**config.mk**
```make
export PLATFORM = sky130hd
export DESIGN_NAME = wheel_distance_monitor
export DESIGN_NICKNAME = d
export VERILOG_FILES = /design/src/rtl/wdm_pkg.sv /design/src/rtl/wheel_distance_monitor.sv /design/src/rtl/wdm_cfg.sv /design/src/rtl/wdm_core.sv
export SDC_FILE = /design/constraint.sdc
export NUM_CORES = 1
export LEC_CHECK = 0
export BUFFER_PORTS_ARGS = -buffer_cell sky130_fd_sc_hd__buf_4
export CAP_MARGIN = 20
export CORE_AREA = 5 5 195 197
export CTS_CLUSTER_SIZE = 10
export DETAILED_ROUTE_END_ITERATION = 10
export DIE_AREA = 0 0 200 202
export GPL_TIMING_DRIVEN = 0
export PLACE_DENSITY = 0.81
export SLEW_MARGIN = 10
export SYNTH_ARGS = -nofsm -noshare
export SYNTH_HDL_FRONTEND = slang
export SYNTH_SLANG_ARGS = --single-unit
```
**constraint.sdc**
```tcl
create_clock -name clk -period 7 [get_ports clk]
set_input_delay 1.4 -clock clk [delete_from_list [all_inputs] [get_ports clk]]
set_output_delay 1.4 -clock clk [all_outputs]
set_load 0.02 [all_outputs]
```
**src/rtl/wdm_pkg.sv**
```systemverilog
// wdm_pkg: shared types, codes and constants of the wheel distance monitor
// no dependencies; imported by every module under rtl
package wdm_pkg;

    localparam int DISTANCE_BITS    = 32;
    localparam int FAULT_COUNT_BITS = 16;

    localparam int POLE_BITS        = 8;
    localparam int CIRC_BITS        = 16;
    localparam int THRESH_BITS      = 32;
    localparam int LIMIT_BITS       = 16;
    localparam int OUT_DIST_BITS    = 32;

    localparam int DIFF_CMP_BITS  = (DISTANCE_BITS > THRESH_BITS) ? DISTANCE_BITS : THRESH_BITS;
    localparam int FAULT_CMP_BITS = (FAULT_COUNT_BITS > LIMIT_BITS) ? FAULT_COUNT_BITS
                                                                     : LIMIT_BITS;

    localparam int CFG_INDEX_BITS = 3;
    localparam int CFG_DATA_BITS  = 32;

    localparam logic [CFG_INDEX_BITS-1:0] REG_FRONT_POLE_COUNT  = 3'd0;
    localparam logic [CFG_INDEX_BITS-1:0] REG_REAR_POLE_COUNT   = 3'd1;
    localparam logic [CFG_INDEX_BITS-1:0] REG_FRONT_CIRC        = 3'd2;
    localparam logic [CFG_INDEX_BITS-1:0] REG_REAR_CIRC         = 3'd3;
    localparam logic [CFG_INDEX_BITS-1:0] REG_DIFF_UP_THRESH    = 3'd4;
    localparam logic [CFG_INDEX_BITS-1:0] REG_DIFF_DOWN_THRESH  = 3'd5;
    localparam logic [CFG_INDEX_BITS-1:0] REG_FAULT_COUNT_LIMIT = 3'd6;

    localparam logic [POLE_BITS-1:0]   RST_POLE_COUNT  = 8'd1;
    localparam logic [CIRC_BITS-1:0]   RST_CIRC        = 16'd2100;
    localparam logic [THRESH_BITS-1:0] RST_UP_THRESH   = 32'd1000;
    localparam logic [THRESH_BITS-1:0] RST_DOWN_THRESH = 32'd500;
    localparam logic [LIMIT_BITS-1:0]  RST_FAULT_LIMIT = 16'd100;

    localparam logic [POLE_BITS-1:0] MIN_POSITION = 8'd10;

    localparam logic [1:0] ACT_PULSE  = 2'd0;
    localparam logic [1:0] ACT_UPDATE = 2'd1;
    localparam logic [1:0] ACT_CLEAR  = 2'd2;

    localparam logic [1:0] SENSOR_OK     = 2'd1;
    localparam logic [1:0] SENSOR_FAULTY = 2'd2;

    localparam logic [1:0] ST_NOT_AVAIL = 2'd0;
    localparam logic [1:0] ST_OK        = 2'd1;
    localparam logic [1:0] ST_ERROR     = 2'd2;
    localparam logic [1:0] ST_PERMANENT = 2'd3;

    typedef struct packed {
        logic [1:0]           action;
        logic                 pulse_channel;
        logic [POLE_BITS-1:0] sample_position;
        logic [1:0]           front_sensor_state;
        logic [1:0]           rear_sensor_state;
    } item_t;

    typedef struct packed {
        logic [1:0]               status;
        logic [OUT_DIST_BITS-1:0] distance;
        logic [OUT_DIST_BITS-1:0] front_distance_out;
        logic [OUT_DIST_BITS-1:0] rear_distance_out;
    } result_t;

    typedef struct packed {
        logic [POLE_BITS-1:0]   front_pole_count;
        logic [POLE_BITS-1:0]   rear_pole_count;
        logic [CIRC_BITS-1:0]   front_circumference;
        logic [CIRC_BITS-1:0]   rear_circumference;
        logic [THRESH_BITS-1:0] diff_up_threshold;
        logic [THRESH_BITS-1:0] diff_down_threshold;
        logic [LIMIT_BITS-1:0]  fault_count_limit;
    } cfg_t;

endpackage

```
**src/rtl/wheel_distance_monitor.sv**
```systemverilog
// wheel_distance_monitor: top level with input register, core and result register
// depends on wdm_pkg, wdm_cfg and wdm_core
//
//   channel   signals                                   transaction
//   item      item_valid, item_ready, item               one pulse, update or clear command
//   result    result_valid, result_ready, result         status and distances after the command
//   config    cfg_write, cfg_index, cfg_data             one register write, no handshake
//
// one transaction per cycle sustained while result_ready is held high; an accepted item passes
// through the input register, then through the state update into the result register
// a stalled result holds the result register and the item waiting in the input register,
// so two items can be in flight before item_ready drops
// rst_n clears status, distances, pole positions, fault counter and loads register defaults
module wheel_distance_monitor (
    input  logic                                clk,
    input  logic                                rst_n,
    input  logic                                item_valid,
    output logic                                item_ready,
    input  wdm_pkg::item_t                      item,
    output logic                                result_valid,
    input  logic                                result_ready,
    output wdm_pkg::result_t                    result,
    input  logic                                cfg_write,
    input  logic [wdm_pkg::CFG_INDEX_BITS-1:0]  cfg_index,
    input  logic [wdm_pkg::CFG_DATA_BITS-1:0]   cfg_data
);
    import wdm_pkg::*;

    cfg_t    cfg;
    item_t   item_reg;
    logic    item_valid_reg;
    result_t core_result;
    result_t result_reg;
    logic    result_valid_reg;
    logic    advance;

    assign advance    = item_valid_reg && (!result_valid_reg || result_ready);
    assign item_ready = !item_valid_reg || advance;

    wdm_cfg u_cfg (
        .clk       (clk),
        .rst_n     (rst_n),
        .cfg_write (cfg_write),
        .cfg_index (cfg_index),
        .cfg_data  (cfg_data),
        .cfg       (cfg)
    );

    wdm_core u_core (
        .clk    (clk),
        .rst_n  (rst_n),
        .step   (advance),
        .item   (item_reg),
        .cfg    (cfg),
        .result (core_result)
    );

    always_ff @(posedge clk or negedge rst_n)
    begin
        if (!rst_n)
        begin
            item_valid_reg   <= 1'b0;
            result_valid_reg <= 1'b0;
        end
        else
        begin
            if (item_ready)
                item_valid_reg <= item_valid;
            if (advance)
                result_valid_reg <= 1'b1;
            else if (result_ready)
                result_valid_reg <= 1'b0;
        end
    end

    always_ff @(posedge clk)
    begin
        if (item_valid && item_ready)
            item_reg <= item;
        if (advance)
            result_reg <= core_result;
    end

    assign result_valid = result_valid_reg;
    assign result       = result_reg;

endmodule

```
**src/rtl/wdm_cfg.sv**
```systemverilog
// wdm_cfg: configuration register file of the wheel distance monitor
// depends on wdm_pkg
module wdm_cfg (
    input  logic                                clk,
    input  logic                                rst_n,
    input  logic                                cfg_write,
    input  logic [wdm_pkg::CFG_INDEX_BITS-1:0]  cfg_index,
    input  logic [wdm_pkg::CFG_DATA_BITS-1:0]   cfg_data,
    output wdm_pkg::cfg_t                       cfg
);
    import wdm_pkg::*;

    cfg_t cfg_reg;

    always_ff @(posedge clk or negedge rst_n)
    begin
        if (!rst_n)
        begin
            cfg_reg.front_pole_count    <= RST_POLE_COUNT;
            cfg_reg.rear_pole_count     <= RST_POLE_COUNT;
            cfg_reg.front_circumference <= RST_CIRC;
            cfg_reg.rear_circumference  <= RST_CIRC;
            cfg_reg.diff_up_threshold   <= RST_UP_THRESH;
            cfg_reg.diff_down_threshold <= RST_DOWN_THRESH;
            cfg_reg.fault_count_limit   <= RST_FAULT_LIMIT;
        end
        else if (cfg_write)
        begin
            unique case (cfg_index)
                REG_FRONT_POLE_COUNT:  cfg_reg.front_pole_count    <= cfg_data[POLE_BITS-1:0];
                REG_REAR_POLE_COUNT:   cfg_reg.rear_pole_count     <= cfg_data[POLE_BITS-1:0];
                REG_FRONT_CIRC:        cfg_reg.front_circumference <= cfg_data[CIRC_BITS-1:0];
                REG_REAR_CIRC:         cfg_reg.rear_circumference  <= cfg_data[CIRC_BITS-1:0];
                REG_DIFF_UP_THRESH:    cfg_reg.diff_up_threshold   <= cfg_data[THRESH_BITS-1:0];
                REG_DIFF_DOWN_THRESH:  cfg_reg.diff_down_threshold <= cfg_data[THRESH_BITS-1:0];
                REG_FAULT_COUNT_LIMIT: cfg_reg.fault_count_limit   <= cfg_data[LIMIT_BITS-1:0];
                default: ;
            endcase
        end
    end

    assign cfg = cfg_reg;

endmodule

```
**src/rtl/wdm_core.sv**
```systemverilog
// wdm_core: wheel state, pole counting, distance accumulation and status machine
// depends on wdm_pkg; result is the state after the step, registered by the top level
module wdm_core (
    input  logic             clk,
    input  logic             rst_n,
    input  logic             step,
    input  wdm_pkg::item_t   item,
    input  wdm_pkg::cfg_t    cfg,
    output wdm_pkg::result_t result
);
    import wdm_pkg::*;

    logic [1:0]                  status_reg, status_next;
    logic [DISTANCE_BITS-1:0]    front_dist_reg, front_dist_next;
    logic [DISTANCE_BITS-1:0]    rear_dist_reg, rear_dist_next;
    logic [POLE_BITS-1:0]        front_pos_reg, front_pos_next;
    logic [POLE_BITS-1:0]        rear_pos_reg, rear_pos_next;
    logic [FAULT_COUNT_BITS-1:0] fault_cnt_reg, fault_cnt_next;

    logic                        pos_valid;
    logic                        front_inc, rear_inc;
    logic [POLE_BITS-1:0]        front_pos_adv, rear_pos_adv;
    logic [DISTANCE_BITS-1:0]    diff;
    logic                        diff_above, diff_below;
    logic                        both_bad;
    logic                        below_limit;
    logic [FAULT_COUNT_BITS-1:0] fault_cnt_chk;
    logic                        at_limit;
    logic [1:0]                  status_chk;
    logic [DISTANCE_BITS-1:0]    larger_dist;

    assign pos_valid     = item.sample_position > MIN_POSITION;
    assign front_inc     = pos_valid && (item.pulse_channel == 1'b0
                                         || item.front_sensor_state != SENSOR_OK);
    assign rear_inc      = pos_valid && (item.pulse_channel == 1'b1
                                         || item.rear_sensor_state != SENSOR_OK);
    assign front_pos_adv = front_pos_reg + POLE_BITS'(front_inc);
    assign rear_pos_adv  = rear_pos_reg + POLE_BITS'(rear_inc);

    assign diff       = front_dist_reg - rear_dist_reg;
    assign diff_above = DIFF_CMP_BITS'(diff) > DIFF_CMP_BITS'(cfg.diff_up_threshold);
    assign diff_below = DIFF_CMP_BITS'(diff) < DIFF_CMP_BITS'(cfg.diff_down_threshold);

    // leaky counter of double sensor faults
    assign both_bad    = item.front_sensor_state >= SENSOR_FAULTY
                         && item.rear_sensor_state >= SENSOR_FAULTY;
    assign below_limit = FAULT_CMP_BITS'(fault_cnt_reg) < FAULT_CMP_BITS'(cfg.fault_count_limit)
                         && fault_cnt_reg != '1;

    always_comb
    begin
        if (both_bad && below_limit)
            fault_cnt_chk = fault_cnt_reg + FAULT_COUNT_BITS'(1);
        else if (fault_cnt_reg != '0)
            fault_cnt_chk = fault_cnt_reg - FAULT_COUNT_BITS'(1);
        else
            fault_cnt_chk = fault_cnt_reg;
    end

    assign at_limit   = FAULT_CMP_BITS'(fault_cnt_chk) >= FAULT_CMP_BITS'(cfg.fault_count_limit);
    assign status_chk = at_limit ? ST_PERMANENT : status_reg;

    always_comb
    begin
        status_next    = status_reg;
        front_dist_next = front_dist_reg;
        rear_dist_next = rear_dist_reg;
        front_pos_next = front_pos_reg;
        rear_pos_next  = rear_pos_reg;
        fault_cnt_next = fault_cnt_reg;
        unique case (item.action)
            ACT_PULSE:
            begin
                if (status_reg != ST_NOT_AVAIL)
                begin
                    if (front_pos_adv >= cfg.front_pole_count)
                    begin
                        front_dist_next = front_dist_reg
                                          + DISTANCE_BITS'(cfg.front_circumference);
                        front_pos_next  = '0;
                    end
                    else
                        front_pos_next  = front_pos_adv;
                    if (rear_pos_adv >= cfg.rear_pole_count)
                    begin
                        rear_dist_next = rear_dist_reg
                                         + DISTANCE_BITS'(cfg.rear_circumference);
                        rear_pos_next  = '0;
                    end
                    else
                        rear_pos_next  = rear_pos_adv;
                end
            end
            ACT_UPDATE:
            begin
                unique case (status_reg)
                    ST_NOT_AVAIL: status_next = ST_OK;
                    ST_OK:
                    begin
                        fault_cnt_next = fault_cnt_chk;
                        status_next    = diff_above ? ST_ERROR : status_chk;
                    end
                    ST_ERROR:
                    begin
                        fault_cnt_next = fault_cnt_chk;
                        status_next    = diff_below ? ST_OK : status_chk;
                    end
                    default: ;
                endcase
            end
            ACT_CLEAR:
            begin
                status_next     = ST_NOT_AVAIL;
                front_dist_next = '0;
                rear_dist_next  = '0;
                front_pos_next  = '0;
                rear_pos_next   = '0;
                fault_cnt_next  = '0;
            end
            default: ;
        endcase
    end

    always_ff @(posedge clk or negedge rst_n)
    begin
        if (!rst_n)
        begin
            status_reg     <= ST_NOT_AVAIL;
            front_dist_reg <= '0;
            rear_dist_reg  <= '0;
            front_pos_reg  <= '0;
            rear_pos_reg   <= '0;
            fault_cnt_reg  <= '0;
        end
        else if (step)
        begin
            status_reg     <= status_next;
            front_dist_reg <= front_dist_next;
            rear_dist_reg  <= rear_dist_next;
            front_pos_reg  <= front_pos_next;
            rear_pos_reg   <= rear_pos_next;
            fault_cnt_reg  <= fault_cnt_next;
        end
    end

    assign larger_dist = (front_dist_next > rear_dist_next) ? front_dist_next : rear_dist_next;

    assign result.status             = status_next;
    assign result.distance           = OUT_DIST_BITS'(larger_dist);
    assign result.front_distance_out = OUT_DIST_BITS'(front_dist_next);
    assign result.rear_distance_out  = OUT_DIST_BITS'(rear_dist_next);

endmodule

```
==> results.yml <==
finish:
  layout_common_cells: "nand2_1 (219), ha_1 (215), dfrtp_1 (203)"
  fin_nets: 2780
  fillers: 2698
  layout-drive-gt1-share: 0.175
  largest_register_ffs: 128
  final_common_cell: "nand2_1"
  areaGrowthSynthToFinish_pct: 16.9
  antenna_cells: 0
drt:
  drt-wirelength-per-cell_um: 21.5
  wl_um: 64500
  dr_total_vias: 19000
  drtIter0Drc: 1969
  ant_nets: 0
  via_per_inst: 6.32
  dr.pass1.iters: 6
  drc: 0
die:
  io_pins: 155
  die-area_um2: 40400
  rows: 70
  die_h_um: 202
  core_region_area_um2: 36100
  die_x_um: 200
  start_util: 0.608
place:
  io_buffers: 152
  place_hpwl_um: 47500
  routabilityCongestion: 0.963
timing:
  holdWs_ns: 0.504
  hold_violations: 0
  fin_worst_skew_ns: 0.0194
  grt_setup_unrepaired: "true"
  finalMaxSlewViolations: 0
  finalSetupViolations: 4
  finalCriticalPeriod_ns: 7.04
  slew_headroom: 0.336
  setup_ws_ns: -0.0373
  fmax_ghz: 0.142
  finalCritPeriodShare: 1.01
  worstMarginPinSlew_ns: 0.989
min_path:
  hold_depth: 1
  hp-class: "register to register"
job:
  cap_violations: 0
worst_setup_path:
  r2r_end: "result[85]"
  timing.rr.start: "item_reg[8]"
  critPathCaptureType: "register"
  crit_path_max_fanout: 7
  ff2ff_setup_slack_ns: -0.04
  start_kind: "register"
  crit_path_max_incr_delay_ns: 0.55
  critPathKind: "register to register"
  cp.arrival_ns: 7.35
  required_ns: 7.31
  rr_worst_depth: 28
  cp-endpoint: "result[85]"
  crit_start: "item_reg[8]"
  crit_path_top_delay_cell: "or4_4"
logic_synthesis:
  synth_area_um2: 21900
  synth_flop_cell: "dfrtp_1"
  synth_area_leaders: "dfrtp_1 (23%), edfxtp_1 (15%), ha_1 (12%), mux2_2 (4.4%), o21ai_0 (4.2%)"
  synth_top_area_cell: "dfrtp_1"
  syn_inst: 2282
  ys_seq_area_frac: 0.416
  avgSynthCellArea_um2: 9.61
  yosysTopAreaCellShare: 0.232
  ys_async_sr_fraction: 0.669
  ys_ff_latch: 341
  ys_types: 86
  synth_nets: 2558
  ys_warn_count: 0
  synth-edff-count: 113
power_and_ir_drop:
  power_mw: 7.29
  irDropWorstVdd_uv: 236
  power_leakage_nw: 11.6
  power-per-cell-area_nw_per_um2: 284
global_routing:
  grt-ovfl-total: 0
  grt_start_max_net_pins: 91
  antenna_found_initial: 0
  grt_pass1_vias: 18700
  track_usage: 0.310
  grt_pass1_wl_um: 99800
cts:
  clkTransAtPathRegs_ns: 0.06
  cts_buffers: 41
  hold_buffers: 0
  clock_sinks: 341
  cts_max_level: 2
  cts_root_buf: "clkbuf_16"
  clock_latency_ns: 0.57
  cts.path.max_buffers: 3
  cts_tree: "done"
outcome:
  violations: "setup timing"
  status: "complete, but fails checks"
[routing by layer]
metal,track usage,vias to the layer above,share of wire,routed length [µm]
met5,0,-,0,0
met4,0.146,0,0.054,3510
met3,0.0403,239,0.069,4440
met2,0.507,875,0.47,30500
met1,0.410,9143,0.40,26000
li1,-,8722,-,-
[final cells by class]
type,count,area [µm²],area share
inverters,199,747,0.0291
clock buffers,74,1250,0.0489
multi-input cells,1657,12100,0.470
plain buffers,81,385,0.0150
clock inverters,1,8.76,0.000342
repair buffers,183,1470,0.0573
well taps,468,586,0.0228
flip-flops and latches,341,9130,0.356
[worst max-delay path: cells and delay by family, from the launching register on]
kind / cells / cell delay (ns)
and+or+nand+nor: 14 / 3.68
AOI/OAI and AO/OA: 6 / 1.12
adders and majority gates: 3 / 0.79
buffers and inverters: 3 / 0.43
DFF: 1 / 0.35
xor gates and xnor gates: 1 / 0.23
muxes: 1 / 0.17
[how the worst min path moves through the flow]
stage                       startpoint                 endpoint  slack, ns
2_1_floorplan  u_core.front_pos_reg[0]  u_core.front_pos_reg[0]       0.46
5_1_grt                  u_cfg.cfg[17]            u_cfg.cfg[17]       0.51
6_report                 u_cfg.cfg[26]            u_cfg.cfg[26]       0.50
3_5_place_dp             u_cfg.cfg[31]            u_cfg.cfg[31]       0.49
4_1_cts                  u_cfg.cfg[31]            u_cfg.cfg[31]       0.50
3_3_place_gp    u_core.rear_pos_reg[0]   u_core.rear_pos_reg[0]       0.47
[cell usage after synthesis (all sizes together) (6+ instances only)]
cell type	number
nand2	221
ha	218
dfrtp	203
inv	196
o21ai	188
a21oi	136
nor2	118
edfxtp	113
mux2	87
clkbuf	70
nand3	66
a21o	57
xnor2	57
nor3	48
nand4	41
o31ai	31
a211oi	30
a31oi	28
or3	27
xor2	26
dfstp	25
and3	23
mux2i	22
nand2b	19
and2	17
o21a	17
buf	15
o21bai	15
nor2b	13
a22o	11
o22ai	11
or2	10
a2111oi	8
o211ai	8
a32oi	7
nor3b	7
or4	7
a32o	6
[metrics by stage]
step	cell area [µm²]	cells	TNS [ns]	setup slack, ns	utilization
after floorplan	21900	2282	0	0.580	-
after global placement	23700	2902	-33.47	-1.57	0.656
after detailed placement	23800	2906	-36.47	-1.58	0.659
after CTS	25200	2986	0	0.0130	0.698
after global routing	25600	3004	-3.89	-0.233	0.711
final	25600	3004	-0.0837	-0.0373	0.711
[kinds of logic after synthesis]
family | share of synthesized area
AND/OR/NAND/NOR | 0.142
AO/OA/AOI/OAI | 0.177
flip-flops | 0.416
buffers and inverters | 0.0500
adder cells (fa/ha/maj) | 0.127
multiplexers | 0.0547
XOR/XNOR | 0.0331
[power breakdown]
| group | internal, mW | leakage [nW] | switching (mW) |
|---|---|---|---|
| combinational | 1.10 | 7.06 | 1.57 |
| sequential | 2.40 | 3.97 | 0.184 |
| clock | 1.20 | 0.606 | 0.836 |
[repair_timing]
action | in CTS | in global routing
gates resized for setup | 37 | 75
buffers inserted | 6 | 21
endpoints found under the setup margin | 32 | 32
pin swaps | 9 | 25
hold endpoints to repair | 0 | 0
Note: power is estimated with default switching activity, not from simulation.
